**src/hdl/stepper_full_step_sequencer_macros.svh**
```systemverilog
// Assertion macros shared by the stepper sequencer modules.
`ifndef STEPPER_FULL_STEP_SEQUENCER_MACROS_SVH
`define STEPPER_FULL_STEP_SEQUENCER_MACROS_SVH

// Same-cycle implication, checked on every rising clock edge outside reset.
`define STP_ASSERT_NOW(label, ante, cons, msg) \
   label: assert property (@(posedge clock) disable iff (reset) (ante) |-> (cons)) \
      else $error(msg);

// Next-cycle implication, checked on every rising clock edge outside reset.
`define STP_ASSERT_NEXT(label, ante, cons, msg) \
   label: assert property (@(posedge clock) disable iff (reset) (ante) |=> (cons)) \
      else $error(msg);

`endif

```
**src/hdl/stp_pkg.sv**
```systemverilog
// Package with request/response types, codes and constants of the stepper sequencer.
package stp_pkg;

   localparam int unsigned CSR_INDEX_W = 1;
   localparam int unsigned CSR_DATA_W  = 32;

   localparam logic [CSR_INDEX_W-1:0] CSR_STEPS_PER_REV = 1'b0;
   localparam logic [CSR_INDEX_W-1:0] CSR_STEP_INTERVAL = 1'b1;

   localparam logic OP_TICK = 1'b0;
   localparam logic OP_MOVE = 1'b1;

   localparam logic [15:0] STEPS_PER_REV_RESET = 16'd200;
   localparam logic [31:0] STEP_INTERVAL_RESET = 32'd1000;
   localparam logic [14:0] PENDING_STEPS_MAX   = 15'h7FFF;
   localparam logic [31:0] ELAPSED_MAX         = 32'hFFFF_FFFF;

   typedef struct packed {
      logic               op;
      logic signed [15:0] move_steps;
   } req_type;

   typedef struct packed {
      logic [3:0]  coils;
      logic [15:0] position;
      logic [14:0] pending_steps;
      logic        stepped;
      logic        busy_res;
   } rsp_type;

   function automatic logic [3:0] coil_pattern(input logic [1:0] phase);
      logic [3:0] pat;
      case (phase)
         2'd0:    pat = 4'd3;
         2'd1:    pat = 4'd6;
         2'd2:    pat = 4'd12;
         default: pat = 4'd9;
      endcase
      return pat;
   endfunction

endpackage

```
**src/hdl/stp_core.sv**
```systemverilog
// Motion state, configuration registers and per-request step logic.
`include "stepper_full_step_sequencer_macros.svh"

module stp_core (
   input  logic                           clock,
   input  logic                           reset,
   input  logic                           step_en,
   input  stp_pkg::req_type               item,
   input  logic                           csr_we,
   input  logic [stp_pkg::CSR_INDEX_W-1:0] csr_index,
   input  logic [stp_pkg::CSR_DATA_W-1:0]  csr_wdata,
   output stp_pkg::rsp_type               result
);
   import stp_pkg::*;

   logic [15:0] steps_per_rev_ff;
   logic [31:0] step_interval_ff;
   logic [15:0] position_ff, position_in;
   logic        forward_ff, forward_in;
   logic [14:0] remaining_ff, remaining_in;
   logic [31:0] elapsed_ff, elapsed_in;
   logic [3:0]  coil_ff, coil_in;

   logic [15:0] rev_len;
   logic [16:0] pos_inc;
   logic [15:0] pos_step;
   logic [15:0] mag;
   logic [31:0] elapsed_inc;
   logic        do_step;

   always_comb begin
      rev_len  = (steps_per_rev_ff == 16'd0) ? 16'd1 : steps_per_rev_ff;
      pos_inc  = {1'b0, position_ff} + 17'd1;
      if (forward_ff) begin
         pos_step = (pos_inc >= {1'b0, rev_len}) ? 16'd0 : pos_inc[15:0];
      end else if (position_ff == 16'd0 || position_ff >= rev_len) begin
         pos_step = rev_len - 16'd1;
      end else begin
         pos_step = position_ff - 16'd1;
      end
      mag         = item.move_steps[15] ? (16'd0 - item.move_steps) : item.move_steps;
      elapsed_inc = (elapsed_ff != ELAPSED_MAX) ? elapsed_ff + 32'd1 : elapsed_ff;
      do_step     = (item.op == OP_TICK) && (remaining_ff != 15'd0)
                    && (elapsed_inc >= step_interval_ff);

      position_in  = position_ff;
      forward_in   = forward_ff;
      remaining_in = remaining_ff;
      elapsed_in   = elapsed_ff;
      coil_in      = coil_ff;
      if (item.op == OP_MOVE) begin
         if (item.move_steps[15]) begin
            forward_in = 1'b0;
         end else if (item.move_steps != 16'sd0) begin
            forward_in = 1'b1;
         end
         remaining_in = mag[15] ? PENDING_STEPS_MAX : mag[14:0];
      end else if (do_step) begin
         elapsed_in   = 32'd0;
         position_in  = pos_step;
         remaining_in = remaining_ff - 15'd1;
         coil_in      = coil_pattern(pos_step[1:0]);
      end else begin
         elapsed_in = elapsed_inc;
      end

      result.coils         = coil_in;
      result.position      = position_in;
      result.pending_steps = remaining_in;
      result.stepped       = do_step;
      result.busy_res      = (remaining_in != 15'd0);
   end

   always_ff @(posedge clock) begin
      if (reset) begin
         steps_per_rev_ff <= STEPS_PER_REV_RESET;
         step_interval_ff <= STEP_INTERVAL_RESET;
      end else if (csr_we) begin
         unique case (csr_index)
            CSR_STEPS_PER_REV: steps_per_rev_ff <= csr_wdata[15:0];
            CSR_STEP_INTERVAL: step_interval_ff <= csr_wdata;
            default: ;
         endcase
      end
   end

   always_ff @(posedge clock) begin
      if (reset) begin
         position_ff  <= 16'd0;
         forward_ff   <= 1'b0;
         remaining_ff <= 15'd0;
         elapsed_ff   <= 32'd0;
         coil_ff      <= 4'd0;
      end else if (step_en) begin
         position_ff  <= position_in;
         forward_ff   <= forward_in;
         remaining_ff <= remaining_in;
         elapsed_ff   <= elapsed_in;
         coil_ff      <= coil_in;
      end
   end

   `STP_ASSERT_NOW(a_step_needs_work, step_en && result.stepped,
      item.op == OP_TICK && remaining_ff != 15'd0, "step taken without pending steps")
   `STP_ASSERT_NOW(a_step_in_range, step_en && result.stepped,
      result.position < rev_len, "stepped position outside revolution")
   `STP_ASSERT_NEXT(a_step_clears_elapsed, step_en && result.stepped,
      elapsed_ff == 32'd0, "elapsed not restarted after step")

endmodule

```
**src/hdl/stepper_full_step_sequencer.sv**
```systemverilog
// Top level of the two-phase-on full-step stepper sequencer.
//
// Requests enter on req_valid/req_stall/req_data: a tick (op = OP_TICK)
// advances the elapsed counter and may take one step; a move (op = OP_MOVE)
// loads a signed step count whose sign sets direction.
// Every request yields one response on rsp_valid/rsp_stall/rsp_data with the
// coil pattern, position, pending steps, step flag and busy flag.
// csr_we/csr_index/csr_wdata write steps_per_rev (index 0) and step_interval
// (index 1); write only while no request is in flight.
// A request is held in the request register, and its response is loaded into
// the response register once that register is free. Throughput: one request
// per cycle, sustained while rsp_stall is low; the motion state is computed
// combinationally between the request register and the response register.
// Reset: synchronous, clears both stages, position, direction (reverse),
// pending steps, elapsed count and coils; registers return to 200 and 1000.
// When rsp_stall holds a response, one more request is taken into the request
// register, and req_stall rises until the response is taken.
`include "stepper_full_step_sequencer_macros.svh"

module stepper_full_step_sequencer (
   input  logic                            clock,
   input  logic                            reset,
   input  logic                            req_valid,
   output logic                            req_stall,
   input  stp_pkg::req_type                req_data,
   output logic                            rsp_valid,
   input  logic                            rsp_stall,
   output stp_pkg::rsp_type                rsp_data,
   input  logic                            csr_we,
   input  logic [stp_pkg::CSR_INDEX_W-1:0] csr_index,
   input  logic [stp_pkg::CSR_DATA_W-1:0]  csr_wdata
);
   import stp_pkg::*;

   logic    in_valid_ff, in_valid_in;
   req_type in_data_ff;
   logic    out_valid_ff, out_valid_in;
   rsp_type out_data_ff;
   rsp_type result;
   logic    out_ready;
   logic    advance;
   logic    req_take;

   always_comb begin
      out_ready    = !out_valid_ff || !rsp_stall;
      advance      = in_valid_ff && out_ready;
      req_stall    = in_valid_ff && !out_ready;
      req_take     = req_valid && !req_stall;
      in_valid_in  = req_take ? 1'b1 : (advance ? 1'b0 : in_valid_ff);
      out_valid_in = advance ? 1'b1 : (out_ready ? 1'b0 : out_valid_ff);
   end

   stp_core u_core (
      .clock     (clock),
      .reset     (reset),
      .step_en   (advance),
      .item      (in_data_ff),
      .csr_we    (csr_we),
      .csr_index (csr_index),
      .csr_wdata (csr_wdata),
      .result    (result)
   );

   always_ff @(posedge clock) begin
      if (reset) begin
         in_valid_ff  <= 1'b0;
         out_valid_ff <= 1'b0;
      end else begin
         in_valid_ff  <= in_valid_in;
         out_valid_ff <= out_valid_in;
      end
   end

   always_ff @(posedge clock) begin
      if (req_take) begin
         in_data_ff <= req_data;
      end
      if (advance) begin
         out_data_ff <= result;
      end
   end

   assign rsp_valid = out_valid_ff;
   assign rsp_data  = out_data_ff;

   `STP_ASSERT_NOW(a_stall_only_when_full, req_stall,
      in_valid_ff && out_valid_ff && rsp_stall, "request stalled with free stage")
   `STP_ASSERT_NEXT(a_advance_fills_output, advance, out_valid_ff,
      "response register not loaded")
   `STP_ASSERT_NEXT(a_stalled_rsp_held, rsp_valid && rsp_stall,
      rsp_valid && $stable(rsp_data), "stalled response changed")

endmodule

```
**config.mk**
```make
export PLATFORM = sky130hd
export DESIGN_NAME = stepper_full_step_sequencer
export DESIGN_NICKNAME = d
export VERILOG_FILES = /design/src/hdl/stp_pkg.sv /design/src/hdl/stp_core.sv /design/src/hdl/stepper_full_step_sequencer.sv
export VERILOG_INCLUDE_DIRS = /design/src /design/src/hdl
export SDC_FILE = /design/constraint.sdc
export NUM_CORES = 1
export LEC_CHECK = 0
export BUFFER_PORTS_ARGS = -buffer_cell sky130_fd_sc_hd__buf_2
export CORE_UTILIZATION = 65
export CTS_CLUSTER_DIAMETER = 40
export DETAILED_ROUTE_END_ITERATION = 7
export HOLD_SLACK_MARGIN = 0.03
export PLACE_DENSITY = 0.95
export SYNTH_ARGS = -nofsm -noshare
export SYNTH_HDL_FRONTEND = slang
export SYNTH_SLANG_ARGS = --single-unit
```
**constraint.sdc**
```tcl
create_clock -name clock -period 9 [get_ports clock]
set_clock_uncertainty 0.05 [all_clocks]
set_input_delay 1.8 -clock clock [delete_from_list [all_inputs] [get_ports clock]]
set_output_delay 1.8 -clock clock [all_outputs]
set_load 0.1 [all_outputs]
```
# Word level (Yosys, flattened, before mapping)
# Index checks and enable logic that the tools add are counted.
dict set report totals {
  reg_bits 172
  elab_cells 75
}
dict set report classes {
  addsub 6
  order_cmp 3
  eq_ne 3
  muxes 21
  n_bitwise 2
  n_reduce_logical 24
}
# operator count
set ops {}
lappend ops {{two-way mux 16 bit} 7}
lappend ops {{two-way mux 32 bit} 2}
lappend ops {{two-way mux 15 bit} 3}
lappend ops {{adder 32 x 1 -> 32 bit (second input constant)} 1}
lappend ops {{greater-or-equal comparator 32 bit} 1}
lappend ops {{logical NOT 16 bit} 2}
lappend ops {{inequality test 32 bit (second input constant)} 1}
lappend ops {{subtractor 16 x 1 -> 16 bit (second input constant)} 2}
lappend ops {{nonzero test 15 bit} 2}
lappend ops {{adder 16 x 1 -> 17 bit (second input constant)} 1}
lappend ops {{greater-or-equal comparator 17 x 16 -> 1 bit} 1}
lappend ops {{greater-or-equal comparator 16 bit} 1}
lappend ops {{nonzero test 16 bit} 1}
lappend ops {{subtractor 1 x 16 -> 16 bit (first input constant)} 1}
lappend ops {{subtractor 15 x 1 -> 15 bit (second input constant)} 1}
lappend ops {{one-hot mux 4 bit (3 select lines)} 1}
lappend ops {{two-way mux 4 bit} 2}
lappend ops {{two-way mux 1 bit} 6}
lappend ops {{AND reduction 2 bit} 3}
lappend ops {{nonzero test 2 bit} 3}
lappend ops {{logical AND 1 bit} 5}
lappend ops {{logical NOT 1 bit} 4}
lappend ops {{AND reduction 3 bit} 1}
lappend ops {{equality test 2 x 1 -> 1 bit (second input constant)} 1}
lappend ops {{other kinds (4)} 6}

# Longest topological paths before layout
dict set report depth {
  ltp_word 10
  ltp_mapped 23
  mapped_depth_nobuf 21
}

# Cells and area by module
# A second synthesis with hierarchy kept.
dict set report hier_totals {
  hier_cells 1221
  area_unflattened_um2 10385.0
}
# module n_inst cells_per_inst area_per_inst_um2 seq_area_each_um2
set modules_own_cells {}
lappend modules_own_cells {stp_core 1 1157 8677.1 2322.2}
lappend modules_own_cells {stepper_full_step_sequencer 1 64 1707.9 1661.6}

# Least setup slack after synthesis
# OpenSTA, ideal clock, no wires.
dict set report synth_path {
  path_type {reg-to-reg}
  startpoint {reg u_core.elapsed_ff[3]}
  endpoint {reg out_data_ff, in the netlist rsp_data[0], data pin}
  setup_ns 0.272
  t_arrival_ns 5.546
  required_time_ns 8.678
  path_slack_ns 3.132
  path_stages_with_launch 22
  cell_sequence {dfxtp_1 clkbuf_1 and4_1 nand3_1 nor4_2 or3b_1 clkbuf_1 or3_1 clkbuf_1 nor2_1 xor2_1 ha_1 nand4_1 nor3_1 nand4_1 o2111ai_2 o21ai_1 buf_4 o21a_1 o32a_1 or4_1 or4_1}
}
# item line
set synth_rtl {}
lappend synth_rtl {{from (decl)} stp_core.sv:21} ;# logic [31:0] elapsed_ff, elapsed_in;
lappend synth_rtl {{from (signal assigned)} stp_core.sv:98} ;# elapsed_ff <= elapsed_in;
lappend synth_rtl {{to (signal assigned)} stepper_full_step_sequencer.sv:79} ;# out_data_ff <= result;
lappend synth_rtl {{to (decl)} stepper_full_step_sequencer.sv:38} ;# rsp_type out_data_ff;

==> qor.csv <==
stage,metric,value,unit
clock_tree,clockRootBuffer,clkbuf_16,
hold_path,min_to,u_core.step_interval_ff[20]$_SDFFE_PP0P_,
critical_path,cp_slowest_stage_delay,960,ps
layout,fin_cells,1549,
hold_path,worstHoldStart,u_core.step_interval_ff[20]$_SDFFE_PP0P_,
timing,hold_viol,0,
synth,synth-simple-area-share,22.1,%
critical_path,setup.worst_path.start_class,register,
synth,synthAdderAreaFrac,8.97,%
clock_tree,clk_pin_slew,70,ps
synth,synth.avg_cell_area,8.24,um^2
timing,finalCritPeriodShare,75.7,%
synth,ys_seq_elements,172,
clock_tree,cts_num_sinks,172,
power_and_ir_drop,power_density,160,nW/um^2
synth,synth-async-reset-ratio,0,%
hold_path,hold_path_depth,2,
timing,slew_violations,0,
power_and_ir_drop,power_leakage,4.68,nW
synth,ys_seq_area_share,38.1,%
placed_design,pre_cts_slack,2390,ps
outcome,status,"finished, final reports clean",
detailed_routing,wl_met3,2370,um
clock_tree,clock_latency,440,ps
timing,finalSetupTns,0,ps
layout,insertedDiodeCount,0,
synth,postSynthCellCount,1270,
clock_tree,cts_resized,0,
detailed_routing,wirelength,26600,um
critical_path,cp_top_family,compound AO/OA/AOI/OAI gates,
placed_design,place_congestion,0.953,
floorplan,initial_utilization,66.1,%
synth,synth_compound_area_share,17.3,%
critical_path,crit_buf_inv,0,
placed_design,port_buffers,93,
timing,min_period,6810,ps
placed_design,place_area,11000,um^2
floorplan,fp.dieH,129,um
timing,fmax,0.147,GHz
clock_tree,cts_buffer_depth,2,
critical_path,cp_common_cell,and3_1,
critical_path,rr_startpoint,u_core.elapsed_ff[26]$_SDFFE_PP0P_,
layout,layout_commonest_cell,nand2_1,
grt,grt_pass1_wl,43000,um
timing,finalSetupViolCount,0,
timing,worst_slack,2190,ps
power_and_ir_drop,peakVddDrop,0.136,mV
run,cap_violations,0,
critical_path,end_kind,register,
synth,synth_cell_types,71,
clock_tree,cts_setup_buffers,0,
grt,antenna_found_initial,0,
hold_path,min_path_type,reg2reg,
floorplan,core-area,15800,um^2
synth,synthTopCellsByArea,"dfxtp_1 23%, edfxtp_1 15%, ha_1 9.0%",
synth,syn_area,10500,um^2
synth,synth_edf_count,54,
placed_design,dp.cells,1517,
synth,synth_xor_area_share,6.95,%
layout,syn_to_final_growth,11.0,%
detailed_routing,num_vias,9634,
floorplan,rows,46,
detailed_routing,drt_first_pass_iters,8,
timing,rsz0062_at_grt,no,
placed_design,dp_hpwl,18600,um
detailed_routing,drc,0,
critical_path,slowest_stage,a2111oi_0,
timing,fin_hold_ws,405,ps
synth,synth.top_cell.area_share,22.6,%
critical_path,crit-reg2reg-capture,rsp_data[0]$_DFFE_PP_,
detailed_routing,drt-met1-wl,10600,um
clock_tree,cts_max_level,4,
synth,muxShareOfSynthArea,1.39,%
detailed_routing,antenna_left,0,
detailed_routing,drtIter0Drc,1075,
layout,finish.utilization,73.4,%
layout,nNetsFinal,1450,
synth,synth.yosys.warnings,0,
grt,globalRoute.totalOverflow,0,
detailed_routing,routed.top_layer,met4,
critical_path,path_cells,and3_1 -> and3_1 -> and3_1 -> a2111oi_0 -> and3_1 -> and3_1 -> xor2_1 -> ha_1 -> and4_1 -> a221oi_1 -> o2111ai_2 -> o21ai_1 -> nor3_1 -> o32a_1 -> or4_1 -> or4_1,
synth,synth.largest_area_cell,dfxtp_1,
clock_tree,cts_tree,built,
timing,worst_pin_slew,1210,ps
critical_path,regToRegSetupSlack,2190,ps
layout,final_cell_mix,"223 x nand2_1, 118 x dfxtp_1, 116 x a21oi_1",
grt,grt_start_max_net_pins,78,
synth,synth_fp_nets,1400,
grt,grt_pass1_vias,8900,
critical_path,path_class,reg2reg,
floorplan,ioPinCount,94,
critical_path,reg2reg_depth,16,
detailed_routing,route.met2.wl,12600,um
layout,fin_area,11600,um^2
power_and_ir_drop,total_power,1.86,mW
clock_tree,cts-hold-fix-buffers,0,
detailed_routing,wl_per_cell,17.2,um
timing,slew_headroom,19.1,%
clock_tree,cts_made_buffers,17,
grt,grt.total_usage,33.0,%
critical_path,critical_path_peak_fanout,11,
floorplan,die-area,16600,um^2
floorplan,die_w,129,um
critical_path,cp.arrival,6940,ps
synth,synth_top_family_by_area,simple AND/OR/NAND/NOR gates,
detailed_routing,vias_per_cell,6.22,
layout,drive_gt1_share,11.6,%
critical_path,cp.required,9130,ps
synth,synth_ff_type,dfxtp_1,
-- metal layers --
metal,global-route usage [%],vias up
li1,-,4561
met1,40.5,4416
met2,55.0,540
met3,7.11,117
met4,16.2,0
met5,0,-
-- layout make-up --
class	count	area [um^2]
fillers	1110	4210
inverters	71	267
flip-flops and latches	172	3980
repair buffers	104	551
well taps	216	270
clock inverters	13	154
multi-input cells	954	5950
clock buffers	19	443
-- worst max path at each step --
stage,from,endpoint,cells past startpoint
6_report,u_core.elapsed_ff[26]$_SDFFE_PP0P_,rsp_data[0]$_DFFE_PP_,16
3_5_place_dp,u_core.elapsed_ff[26]$_SDFFE_PP0P_,rsp_data[0]$_DFFE_PP_,16
4_1_cts,u_core.elapsed_ff[3]$_SDFFE_PP0P_,rsp_data[0]$_DFFE_PP_,19
3_3_place_gp,u_core.elapsed_ff[28]$_SDFFE_PP0P_,rsp_data[0]$_DFFE_PP_,16
2_1_floorplan,u_core.elapsed_ff[3]$_SDFFE_PP0P_,rsp_data[0]$_DFFE_PP_,21
5_1_grt,u_core.elapsed_ff[26]$_SDFFE_PP0P_,rsp_data[0]$_DFFE_PP_,16
-- where the power goes --
part	total (mW)	switching (mW)	leakage (nW)	internal, mW
registers	0.851	0.0225	1.48	0.829
clock network	0.747	0.324	0.288	0.423
logic	0.265	0.185	2.91	0.0802
-- logic make-up (layout without fill, tap and decap cells) --
| group | Yosys count | after routing |
|---|---|---|
| AO/OA/AOI/OAI | 287 | 287 |
| AND/OR/NAND/NOR | 495 | 495 |
| buffers and inverters | 144 | 207 |
| XOR/XNOR | 83 | 83 |
| flip-flops | 172 | 172 |
| multiplexers | 14 | 14 |
| adder cells (fa/ha/maj) | 75 | 75 |
-- flip-flops by register name, summed over array words and instances (netlist names) --
name and flops:
rsp_data 37, u_core.elapsed_ff 32, u_core.step_interval_ff 32, in_data_ff 17
u_core.position_ff 16, u_core.steps_per_rev_ff 16, u_core.remaining_ff 15, u_core.coil_ff 4
in_valid_ff 1, rsp_valid 1, u_core.forward_ff 1
-- cell usage after synthesis, drive strengths merged (10+ instances only) --
master	number
inv	71
ha	75
and3	12
or3	16
a21oi	117
nor4	12
xnor2	59
nor2	100
o211ai	15
buf	12
mux2i	10
a21o	13
a211oi	26
a22oi	21
nor2b	10
nand4	19
clkbuf	61
nor3	32
dfxtp	118
nand2	223
xor2	24
edfxtp	54
nand3	22
o21ai	42
-- worst reg2reg max path, stage by stage, from the launching register on --
cell and delay [ps]:
dfxtp_1 370, and3_1 210, and3_1 230, and3_1 270, a2111oi_0 960, and3_1 340
and3_1 190, xor2_1 230, ha_1 290, and4_1 200, a221oi_1 610, o2111ai_2 310
o21ai_1 780, nor3_1 110, o32a_1 390, or4_1 480, or4_1 520
Power figures use the tool's default switching activity.
